<file path="config.mk">
export PLATFORM = sky130hd
export DESIGN_NAME = crc32c_command_frame_receiver_unit
export DESIGN_NICKNAME = d
export VERILOG_FILES = /design/src/rtl/ccfr_pkg.sv /design/src/rtl/ccfr_parser.sv /design/src/rtl/crc32c_command_frame_receiver_unit.sv
export SDC_FILE = /design/constraint.sdc
export NUM_CORES = 1
export LEC_CHECK = 0
export BUFFER_PORTS_ARGS = -buffer_cell sky130_fd_sc_hd__buf_4
export CORE_AREA = 10 10 204 129
export CTS_CLUSTER_DIAMETER = 50
export CTS_CLUSTER_SIZE = 30
export DETAILED_ROUTE_END_ITERATION = 8
export DIE_AREA = 0 0 214 139
export PLACE_DENSITY = 0.83
export SLEW_MARGIN = 20
export SYNTH_ARGS = -nofsm -noshare
export SYNTH_HDL_FRONTEND = slang
export SYNTH_HIERARCHICAL = 1
export SYNTH_SLANG_ARGS = --single-unit
</file>
<file path="constraint.sdc">
create_clock -name i_clk -period 10.8 [get_ports i_clk]
set_input_delay 2.16 -clock i_clk [delete_from_list [all_inputs] [get_ports i_clk]]
set_output_delay 2.16 -clock i_clk [all_outputs]
set_load 0.05 [all_outputs]
</file>
<file path="src/rtl/ccfr_pkg.sv">
// ----------------------------------------------------------------------------
// ccfr_pkg
// Types, codes and the CRC32C byte step shared by the frame receiver.
// ----------------------------------------------------------------------------
`timescale 1ns / 1ps

package ccfr_pkg;

    localparam logic [31:0] CRC_POLY      = 32'h82F6_3B78;
    localparam logic [31:0] CRC_INIT      = 32'hFFFF_FFFF;
    localparam logic [31:0] HDR_FTR_BYTES = 32'd9;
    localparam logic [15:0] MAX_PAYLOAD_RST = 16'd256;

    typedef enum logic [2:0] {
        PH_CMD     = 3'd0,
        PH_SIZE    = 3'd1,
        PH_PAYLOAD = 3'd2,
        PH_CRC     = 3'd3
    } t_phase;

    typedef enum logic [1:0] {
        VERD_OK      = 2'd0,
        VERD_BAD_LEN = 2'd1,
        VERD_CRC_ERR = 2'd2,
        VERD_RANGE   = 2'd3
    } t_verdict;

    typedef enum logic {
        KIND_PAYLOAD = 1'b0,
        KIND_VERDICT = 1'b1
    } t_kind;

    typedef struct packed {
        logic        emit;
        t_kind       kind;
        logic [7:0]  payload_byte;
        logic [7:0]  command;
        t_verdict    verdict;
        logic [31:0] payload_length;
    } t_result;

    function automatic logic [31:0] crc_byte(input logic [31:0] crc, input logic [7:0] b);
        logic [31:0] c;
        c = crc ^ {24'd0, b};
        for (int i = 0; i < 8; i++) begin
            c = c[0] ? ((c >> 1) ^ CRC_POLY) : (c >> 1);
        end
        return c;
    endfunction

endpackage

</file>
<file path="src/rtl/ccfr_parser.sv">
// ----------------------------------------------------------------------------
// ccfr_parser
// Frame state machine: header, payload and footer parsing with CRC32C check.
// ----------------------------------------------------------------------------
`timescale 1ns / 1ps

module ccfr_parser (
    input  logic               i_clk,
    input  logic               i_rst_n,
    input  logic               i_fire,
    input  logic [7:0]         i_byte,
    input  logic [15:0]        i_max_payload,
    output ccfr_pkg::t_result  o_result
);

    ccfr_pkg::t_phase r_phase, n_phase;
    logic [31:0]      r_count, n_count;
    logic [31:0]      r_crc,   n_crc;
    logic [23:0]      r_size,  n_size;
    logic [23:0]      r_rcv,   n_rcv;
    logic [31:0]      r_plen,  n_plen;
    logic [7:0]       r_cmd,   n_cmd;

    logic [31:0] size_full;
    logic [31:0] rcv_full;
    logic [31:0] count_inc;
    logic        in_range;

    assign size_full = {i_byte, r_size};
    assign rcv_full  = {i_byte, r_rcv};
    assign count_inc = r_count + 32'd1;
    assign in_range  = r_plen <= {16'd0, i_max_payload};

    always_ff @(posedge i_clk) begin
        if (!i_rst_n) begin
            r_phase <= ccfr_pkg::PH_CMD;
            r_count <= '0;
            r_crc   <= ccfr_pkg::CRC_INIT;
            r_rcv   <= '0;
            r_size  <= '0;
            r_plen  <= '0;
            r_cmd   <= '0;
        end else if (i_fire) begin
            r_phase <= n_phase;
            r_count <= n_count;
            r_crc   <= n_crc;
            r_rcv   <= n_rcv;
            r_size  <= n_size;
            r_plen  <= n_plen;
            r_cmd   <= n_cmd;
        end
    end

    always_comb begin
        n_phase  = r_phase;
        n_count  = r_count;
        n_crc    = r_crc;
        n_size   = r_size;
        n_rcv    = r_rcv;
        n_plen   = r_plen;
        n_cmd    = r_cmd;
        o_result = '0;
        o_result.command = r_cmd;
        unique case (r_phase)
            ccfr_pkg::PH_SIZE: begin
                n_crc   = ccfr_pkg::crc_byte(r_crc, i_byte);
                n_count = count_inc;
                unique case (r_count[1:0])
                    2'd0: n_size[7:0]   = i_byte;
                    2'd1: n_size[15:8]  = i_byte;
                    2'd2: n_size[23:16] = i_byte;
                    default: begin
                        n_count = '0;
                        if (size_full < ccfr_pkg::HDR_FTR_BYTES) begin
                            o_result.emit    = 1'b1;
                            o_result.kind    = ccfr_pkg::KIND_VERDICT;
                            o_result.verdict = ccfr_pkg::VERD_BAD_LEN;
                            n_phase = ccfr_pkg::PH_CMD;
                            n_crc   = ccfr_pkg::CRC_INIT;
                            n_rcv   = '0;
                        end else begin
                            n_plen  = size_full - ccfr_pkg::HDR_FTR_BYTES;
                            n_phase = (size_full == ccfr_pkg::HDR_FTR_BYTES) ?
                                      ccfr_pkg::PH_CRC : ccfr_pkg::PH_PAYLOAD;
                        end
                    end
                endcase
            end
            ccfr_pkg::PH_PAYLOAD: begin
                n_crc   = ccfr_pkg::crc_byte(r_crc, i_byte);
                n_count = count_inc;
                if (count_inc >= r_plen) begin
                    n_count = '0;
                    n_phase = ccfr_pkg::PH_CRC;
                end
                if (in_range) begin
                    o_result.emit           = 1'b1;
                    o_result.kind           = ccfr_pkg::KIND_PAYLOAD;
                    o_result.payload_byte   = i_byte;
                    o_result.verdict        = ccfr_pkg::VERD_OK;
                    o_result.payload_length = r_plen;
                end
            end
            ccfr_pkg::PH_CRC: begin
                n_count = count_inc;
                unique case (r_count[1:0])
                    2'd0: n_rcv[7:0]   = i_byte;
                    2'd1: n_rcv[15:8]  = i_byte;
                    2'd2: n_rcv[23:16] = i_byte;
                    default: begin
                        o_result.emit           = 1'b1;
                        o_result.kind           = ccfr_pkg::KIND_VERDICT;
                        o_result.payload_length = r_plen;
                        if ((r_crc ^ ccfr_pkg::CRC_INIT) != rcv_full) begin
                            o_result.verdict = ccfr_pkg::VERD_CRC_ERR;
                        end else if (!in_range) begin
                            o_result.verdict = ccfr_pkg::VERD_RANGE;
                        end else begin
                            o_result.verdict = ccfr_pkg::VERD_OK;
                        end
                        n_phase = ccfr_pkg::PH_CMD;
                        n_count = '0;
                        n_crc   = ccfr_pkg::CRC_INIT;
                        n_rcv   = '0;
                    end
                endcase
            end
            default: begin
                n_cmd   = i_byte;
                n_size  = '0;
                n_count = '0;
                n_rcv   = '0;
                n_crc   = ccfr_pkg::crc_byte(ccfr_pkg::CRC_INIT, i_byte);
                n_phase = ccfr_pkg::PH_SIZE;
            end
        endcase
    end

endmodule

</file>
<file path="src/rtl/crc32c_command_frame_receiver_unit.sv">
// ----------------------------------------------------------------------------
// crc32c_command_frame_receiver_unit
// Length-prefixed command frame receiver with CRC32C footer check.
// ----------------------------------------------------------------------------
// Takes one byte per cycle while o_stall is low. A byte lands in an input
// register, passes the frame state machine and one CRC32C byte step when it
// fires, and any request it causes sits in the output register. The CRC
// byte step between the two registers handles a whole byte at once, which
// sets that rate. Output stall backs up into the input stall only when both
// registers are full. max_payload may be written while idle.
`timescale 1ns / 1ps

module crc32c_command_frame_receiver_unit (
    input  logic        i_clk,
    input  logic        i_rst_n,
    input  logic        i_cfg_we,
    input  logic [15:0] i_cfg_wdata,
    input  logic        i_valid,
    output logic        o_stall,
    input  logic [7:0]  i_data_byte,
    output logic        o_valid,
    input  logic        i_stall,
    output logic        o_kind,
    output logic [7:0]  o_payload_byte,
    output logic [7:0]  o_command,
    output logic [1:0]  o_verdict,
    output logic [31:0] o_payload_length
);

    logic [15:0]       r_max_payload;
    logic              r_in_valid;
    logic [7:0]        r_in_byte;
    logic              r_out_valid;
    ccfr_pkg::t_result r_out;
    ccfr_pkg::t_result result;
    logic              out_free;
    logic              fire;

    assign out_free = !r_out_valid || !i_stall;
    assign fire     = r_in_valid && out_free;
    assign o_stall  = r_in_valid && !out_free;

    always_ff @(posedge i_clk) begin
        if (!i_rst_n) begin
            r_max_payload <= ccfr_pkg::MAX_PAYLOAD_RST;
        end else if (i_cfg_we) begin
            r_max_payload <= i_cfg_wdata;
        end
    end

    // input register: take a request when empty or draining this cycle
    always_ff @(posedge i_clk) begin
        if (!i_rst_n) begin
            r_in_valid <= 1'b0;
        end else if (i_valid && !o_stall) begin
            r_in_valid <= 1'b1;
        end else if (fire) begin
            r_in_valid <= 1'b0;
        end
    end

    always_ff @(posedge i_clk) begin
        if (i_valid && !o_stall) begin
            r_in_byte <= i_data_byte;
        end
    end

    ccfr_parser u_parser (
        .i_clk         (i_clk),
        .i_rst_n       (i_rst_n),
        .i_fire        (fire),
        .i_byte        (r_in_byte),
        .i_max_payload (r_max_payload),
        .o_result      (result)
    );

    // output register: hold while stalled
    always_ff @(posedge i_clk) begin
        if (!i_rst_n) begin
            r_out_valid <= 1'b0;
        end else if (out_free) begin
            r_out_valid <= fire && result.emit;
        end
    end

    always_ff @(posedge i_clk) begin
        if (out_free) begin
            r_out <= result;
        end
    end

    assign o_valid          = r_out_valid;
    assign o_kind           = r_out.kind;
    assign o_payload_byte   = r_out.payload_byte;
    assign o_command        = r_out.command;
    assign o_verdict        = r_out.verdict;
    assign o_payload_length = r_out.payload_length;

endmodule

</file>
# ---- Word level (Yosys, flattened, before mapping)
# Index checks and enable logic that the tools add are counted.
dict set report op_classes {
  n_bitwise 24
  n_addsub 2
  reduce_logical 29
  mux 54
  eq_ne 17
  magnitude_cmp 3
}
# op n
set op_table {}
lappend op_table {{2-to-1 mux 32 bit} 22}
lappend op_table {{NOT 16 -> 17 bit} 16}
lappend op_table {{case mux 32 bit (2 select lines)} 2}
lappend op_table {{case mux 32 bit (3 select lines)} 1}
lappend op_table {{case mux 24 bit (3 select lines)} 1}
lappend op_table {{2-to-1 mux 24 bit} 2}
lappend op_table {{case mux 24 bit (2 select lines)} 1}
lappend op_table {{case mux 8 bit (2 select lines)} 3}
lappend op_table {{2-to-1 mux 34 bit} 1}
lappend op_table {{adder 32 x 1 -> 32 bit, second input constant} 1}
lappend op_table {{equality test 32 x 4 -> 1 bit, second input constant} 1}
lappend op_table {{>= comparator 32 bit} 1}
lappend op_table {{less-or-equal comparator 32 x 16 -> 1 bit} 1}
lappend op_table {{< comparator 32 x 4 -> 1 bit, second input constant} 1}
lappend op_table {{inequality test 32 bit} 1}
lappend op_table {{NOT 32 bit} 1}
lappend op_table {{NOT 8 -> 32 bit} 1}
lappend op_table {{subtractor 32 x 4 -> 32 bit, second input constant} 1}
lappend op_table {{bitwise XOR 32 x 8 -> 32 bit} 1}
lappend op_table {{2-to-1 mux 8 bit} 3}
lappend op_table {{inequality test 2 bit, second input constant} 8}
lappend op_table {{AND reduction 5 bit} 3}
lappend op_table {{2-to-1 mux 2 bit} 6}
lappend op_table {{2-to-1 mux 3 bit} 4}
lappend op_table {{other kinds (20)} 46}
dict set report word_totals {
  register_bits 232
  input_bits 29
  elab_cells 149
  out_inout_bits 53
}

# ---- Longest topological paths before layout
dict set report depth {
  ltp_word 20
  ltp_mapped 18
  depth_no_buf 16
}

# ---- By module
# The synthesis kept the hierarchy.
# module seq_area_each_um2 instances cells_per_inst area_each_um2
set modules_own_cells {}
lappend modules_own_cells {ccfr_parser 3083.0 1 1317 10616.4}
lappend modules_own_cells {crc32c_command_frame_receiver_unit 2132.0 1 119 2466.1}

# ---- Worst setup path before layout
# Ideal clock, no wire load.
dict set report synth_path {
  kind {input port to flip-flop}
  start {input i_stall}
  end {register u_parser.r_size[16]}
  setup_slack_ns 5.709
  n_path_buf 2
  path_stages 8
  arrival_time_ns 4.963
  cell_sequence {nand2_1 and2_1 clkbuf_1 nand2b_1 clkbuf_1 a21oi_1 mux2i_1 nor2_1}
}
dict set report synth_between {
  elab_chain_cells 4
}
# item line
set synth_lines {}
lappend synth_lines {{start: declaration} crc32c_command_frame_receiver_unit.sv:22} ;# input logic i_stall,
lappend synth_lines {{logical NOT 1 bit} crc32c_command_frame_receiver_unit.sv:39} ;# assign out_free = !r_out_valid || !i_stall;
lappend synth_lines {{logical OR 1 bit} crc32c_command_frame_receiver_unit.sv:39}
lappend synth_lines {{logical AND 1 bit} crc32c_command_frame_receiver_unit.sv:40} ;# assign fire = r_in_valid && out_free;
lappend synth_lines {{via fire} crc32c_command_frame_receiver_unit.sv:37} ;# logic fire;
lappend synth_lines {{AND reduction 3 bit (no line)} -}
lappend synth_lines {{end signal: assignment} ccfr_parser.sv:48} ;# r_size <= n_size;
lappend synth_lines {{end: declaration} ccfr_parser.sv:19} ;# logic [23:0] r_size, n_size;
# The timed path passes the listed nets, and every way through them passes these cells.
# A chain may end at the register's enable or synchronous reset.

# ---- Worst setup path after layout
dict set report layout_path {
  start {register u_parser.r_count[0]}
  end {register u_parser.r_count[7]}
}
dict set report layout_between {
  elab_chain_cells 4
  elab_cells_between_ends 9
}
# item line
set layout_lines {}
lappend layout_lines {{start: declaration} ccfr_parser.sv:17} ;# logic [31:0] r_count, n_count;
lappend layout_lines {{start signal: assignment} ccfr_parser.sv:45} ;# r_count <= n_count;
lappend layout_lines {{adder 32 x 1 -> 32 bit (tied with other cells)} ccfr_parser.sv:31} ;# assign count_inc = r_count + 32'd1;
lappend layout_lines {{>= comparator 32 bit / OR reduction 3 bit (equally long branches)} -}
lappend layout_lines {{2-to-1 mux 32 bit (on tied branches)} {ccfr_parser.sv:92, ccfr_parser.sv:68, ccfr_parser.sv:106}}
lappend layout_lines {{case mux 32 bit (2 select lines) *} ccfr_parser.sv:64} ;# unique case (r_phase)
# Every way passes the cells marked *; elsewhere a longest branch is shown, timed or not.

==> impl_metrics.env <==
export IMPL_hold_path_class="reg2reg"
export IMPL_vias=11063
export IMPL_r2r_end="u_parser/r_count[7]"
export IMPL_syn_inst=1436
export IMPL_relSlewSlack=0.211
export IMPL_path_buf_inv=0
export IMPL_synth_area_per_cell_um2=9.11
export IMPL_grt_pass1_wl_mm=59.5
export IMPL_regArea_um2=5220
export IMPL_place_gp_congestion=1.00
export IMPL_synth_cell_types=75
export IMPL_rsz0062_at_grt="no"
export IMPL_multi_input_area_um2=7230
export IMPL_nNetsFinal=1555
export IMPL_holdPathEnd="o_command[7]"
export IMPL_rr_worst_depth=14
export IMPL_synth_edf_count=59
export IMPL_max_freq_ghz=0.196
export IMPL_drt_first_iter_violations=1483
export IMPL_crit_type="reg2reg"
export IMPL_synth_most_common_cell="dfxtp_1"
export IMPL_grt_pass1_vias=10754
export IMPL_num_fill_cells=1777
export IMPL_worst_setup_path_start_kind="flop"
export IMPL_cts_sinks=231
export IMPL_ys_warn_count=6
export IMPL_post_cts_resized=0
export IMPL_antenna_found_initial=0
export IMPL_status="completed"
export IMPL_synthTopCellsByCount="172 x dfxtp_1, 158 x xnor2_1, 134 x nor2_1"
export IMPL_root_buffer="clkbuf_16"
export IMPL_cts_htree_levels=1
export IMPL_cp_end_kind="flop"
export IMPL_diodes=0
export IMPL_p_per_area_nw_per_um2=148
export IMPL_fin_ws_ns=5.69
export IMPL_min_path_cells=0
export IMPL_critPathMostFrequentCell="ha_1"
export IMPL_cts_buffers=16
export IMPL_r2r_start="u_parser/r_count[0]"
export IMPL_worstHoldStart="u_parser/r_cmd[7]"
export IMPL_netlist_area_leader_share=0.263
export IMPL_num_io_pins=82
export IMPL_cts_tree="yes"
export IMPL_die_w_um=214
export IMPL_cts_hold_buffers=0
export IMPL_port_buffers=81
export IMPL_dieArea_um2=29700
export IMPL_grt_overflow=0
export IMPL_fin_crit_ns=5.11
export IMPL_cp_top_family="compound AO/OA/AOI/OAI gates"
export IMPL_ys_top_cells_by_area="dfxtp_1 26%, edfxtp_1 14%, xnor2_1 11%"
export IMPL_clk_path_buf_depth=3
export IMPL_clk_latency_ns=0.52
export IMPL_wl_per_cell_um=20.9
export IMPL_drv_slew=0
export IMPL_post_place_cells=1765
export IMPL_yosys_area_top_type="dfxtp_1"
export IMPL_cts_setup_buffers=0
export IMPL_path_max_fanout=13
export IMPL_required_ns=11.25
export IMPL_finalHoldViolations=0
export IMPL_crit_slowest_cell="o31a_1"
export IMPL_rows=43
export IMPL_regToRegSetupSlack_ns=5.69
export IMPL_drive_gt1_frac=0.119
export IMPL_path_cells="ha_1 > nand4_1 > or3_1 > nor2_1 > and2_1 > xor2_1 > ha_1 > a21o_1 > a211o_1 > a31oi_1 > nand2_1 > a21oi_1 > o31a_1 > a31o_2"
export IMPL_synth_nets=1523
export IMPL_yosysSeqAreaShare=0.399
export IMPL_drtPass1Iterations=5
export IMPL_dp_slack_ns=5.57
export IMPL_drv_cap=0
export IMPL_postRouteAntennaNets=0
export IMPL_drc=0
export IMPL_wirelength_mm=37.6
export IMPL_ys_seq_elements=231
export IMPL_leakage_nw=5.62
export IMPL_grt_max_degree=64
export IMPL_syn_area_um2=13100
export IMPL_path_clk_slew_ns=0.10
export IMPL_initial_core_util=0.578
export IMPL_grtUsageTotal=0.244
export IMPL_arrival_ns=5.56
export IMPL_die_h_um=139
export IMPL_worst_pin_slew_ns=1.18
export IMPL_crit_path_max_incr_delay_ns=0.64
export IMPL_synthFlopType="dfxtp_1"
export IMPL_async_flop_share=0
export IMPL_fin_tns_setup_ns=0
export IMPL_setup_viol=0
export IMPL_dpl_hpwl_mm=26.8
export IMPL_vdd_drop_max_uv=91.7
export IMPL_syn2layout_area_growth_pct=10.1
export IMPL_fin_worst_skew_ns=0.0271
export IMPL_core_um2=22700
export IMPL_viasPerCell=6.17
export IMPL_final_cells=1793
export IMPL_period_share=0.473
[where the power goes]
group	switching [mW]	internal, mW	total, mW	leakage, nW
clock	0.357	0.311	0.668	0.269
sequential	0.0266	0.904	0.930	2.10
combinational	0.311	0.223	0.534	3.25
[state kept, by name (all words and copies together), names as in the netlist, 2 cells and up, named ones only]
signal	count
u_parser/r_size	24
r_max_payload	16
u_parser/r_count	32
u_parser/r_crc	32
u_parser/r_plen	32
o_command	8
o_payload_byte	8
u_parser/r_cmd	8
o_verdict	2
o_payload_length	32
u_parser/r_rcv	24
r_in_byte	8
[worst max path at each step]
| stage | depth (start not counted) | slack, ns | from | endpoint |
|---|---|---|---|---|
| floorplan | 8 | 5.71 | i_stall | u_parser/r_size[16] |
| global placement | 9 | 5.75 | i_stall | u_parser/r_size[12] |
| detailed placement | 9 | 5.57 | i_stall | u_parser/r_size[12] |
| CTS | 14 | 5.89 | u_parser/r_count[0] | u_parser/r_count[7] |
| global route | 14 | 5.50 | u_parser/r_count[0] | u_parser/r_count[3] |
| finish | 14 | 5.69 | u_parser/r_count[0] | u_parser/r_count[7] |
[layer usage]
layer / vias to the layer above / global-route usage / part of all wire
met5: - / 0.00166 / 0
met3: 56 / 0.0815 / 0.14
li1: 5037 / - / -
met4: 0 / 0.0531 / 0.018
met2: 689 / 0.339 / 0.40
met1: 5281 / 0.353 / 0.44
[cell type report]
cell class,count,area share
repair buffers,98,0.0511
clock buffers,17,0.0295
well taps,315,0.0274
inverters,70,0.0182
multi-input cells,1051,0.502
clock inverters,11,0.00921
flip-flops and latches,231,0.362
[placed cells by master, fill, tap and decap left out, types with 8 or more instances in the layout]
| cell type | netlist | routed |
|---|---|---|
| nor2b_1 | 18 | 18 |
| a211oi_1 | 26 | 26 |
| and2_1 | 16 | 16 |
| nor3_1 | 28 | 27 |
| or2_2 | 8 | 8 |
| buf_4 | 2 | 98 |
| o21ai_0 | 38 | 38 |
| nor2_1 | 134 | 133 |
| inv_1 | 70 | 69 |
| a31o_2 | 13 | 13 |
| edfxtp_1 | 59 | 59 |
| a21oi_1 | 60 | 59 |
| nand3_1 | 69 | 69 |
| nand2b_1 | 20 | 20 |
| o221ai_1 | 15 | 15 |
| xnor2_1 | 158 | 158 |
| nand4_1 | 15 | 15 |
| xor2_1 | 50 | 50 |
| and3_1 | 12 | 12 |
| mux2i_1 | 44 | 44 |
| ha_1 | 58 | 58 |
| nor4_1 | 24 | 24 |
| nand2_1 | 133 | 132 |
| clkbuf_16 | 0 | 17 |
| dfxtp_1 | 172 | 172 |
[stage by stage]
stage	utilization	cell area, um2	total power [mW]	hold WS (ns)
finish	0.636	14400	2.13	0.449
global route	0.636	14400	2.21	0.480
CTS	0.636	14400	2.12	0.453
detailed placement	0.611	13800	1.46	0.416
global placement	0.611	13800	1.45	0.425
floorplan	-	13100	1.35	0.402
[cell families after synthesis]
family,count (synthesis),synth area share
AND/OR/NAND/NOR,511,0.192
adder cells (fa/ha/maj),58,0.0555
XOR/XNOR,221,0.159
flip-flops,231,0.399
multiplexers,44,0.0337
AO/OA/AOI/OAI,217,0.112
buffers and inverters,154,0.0494
(Power assumes the default switching activity.)
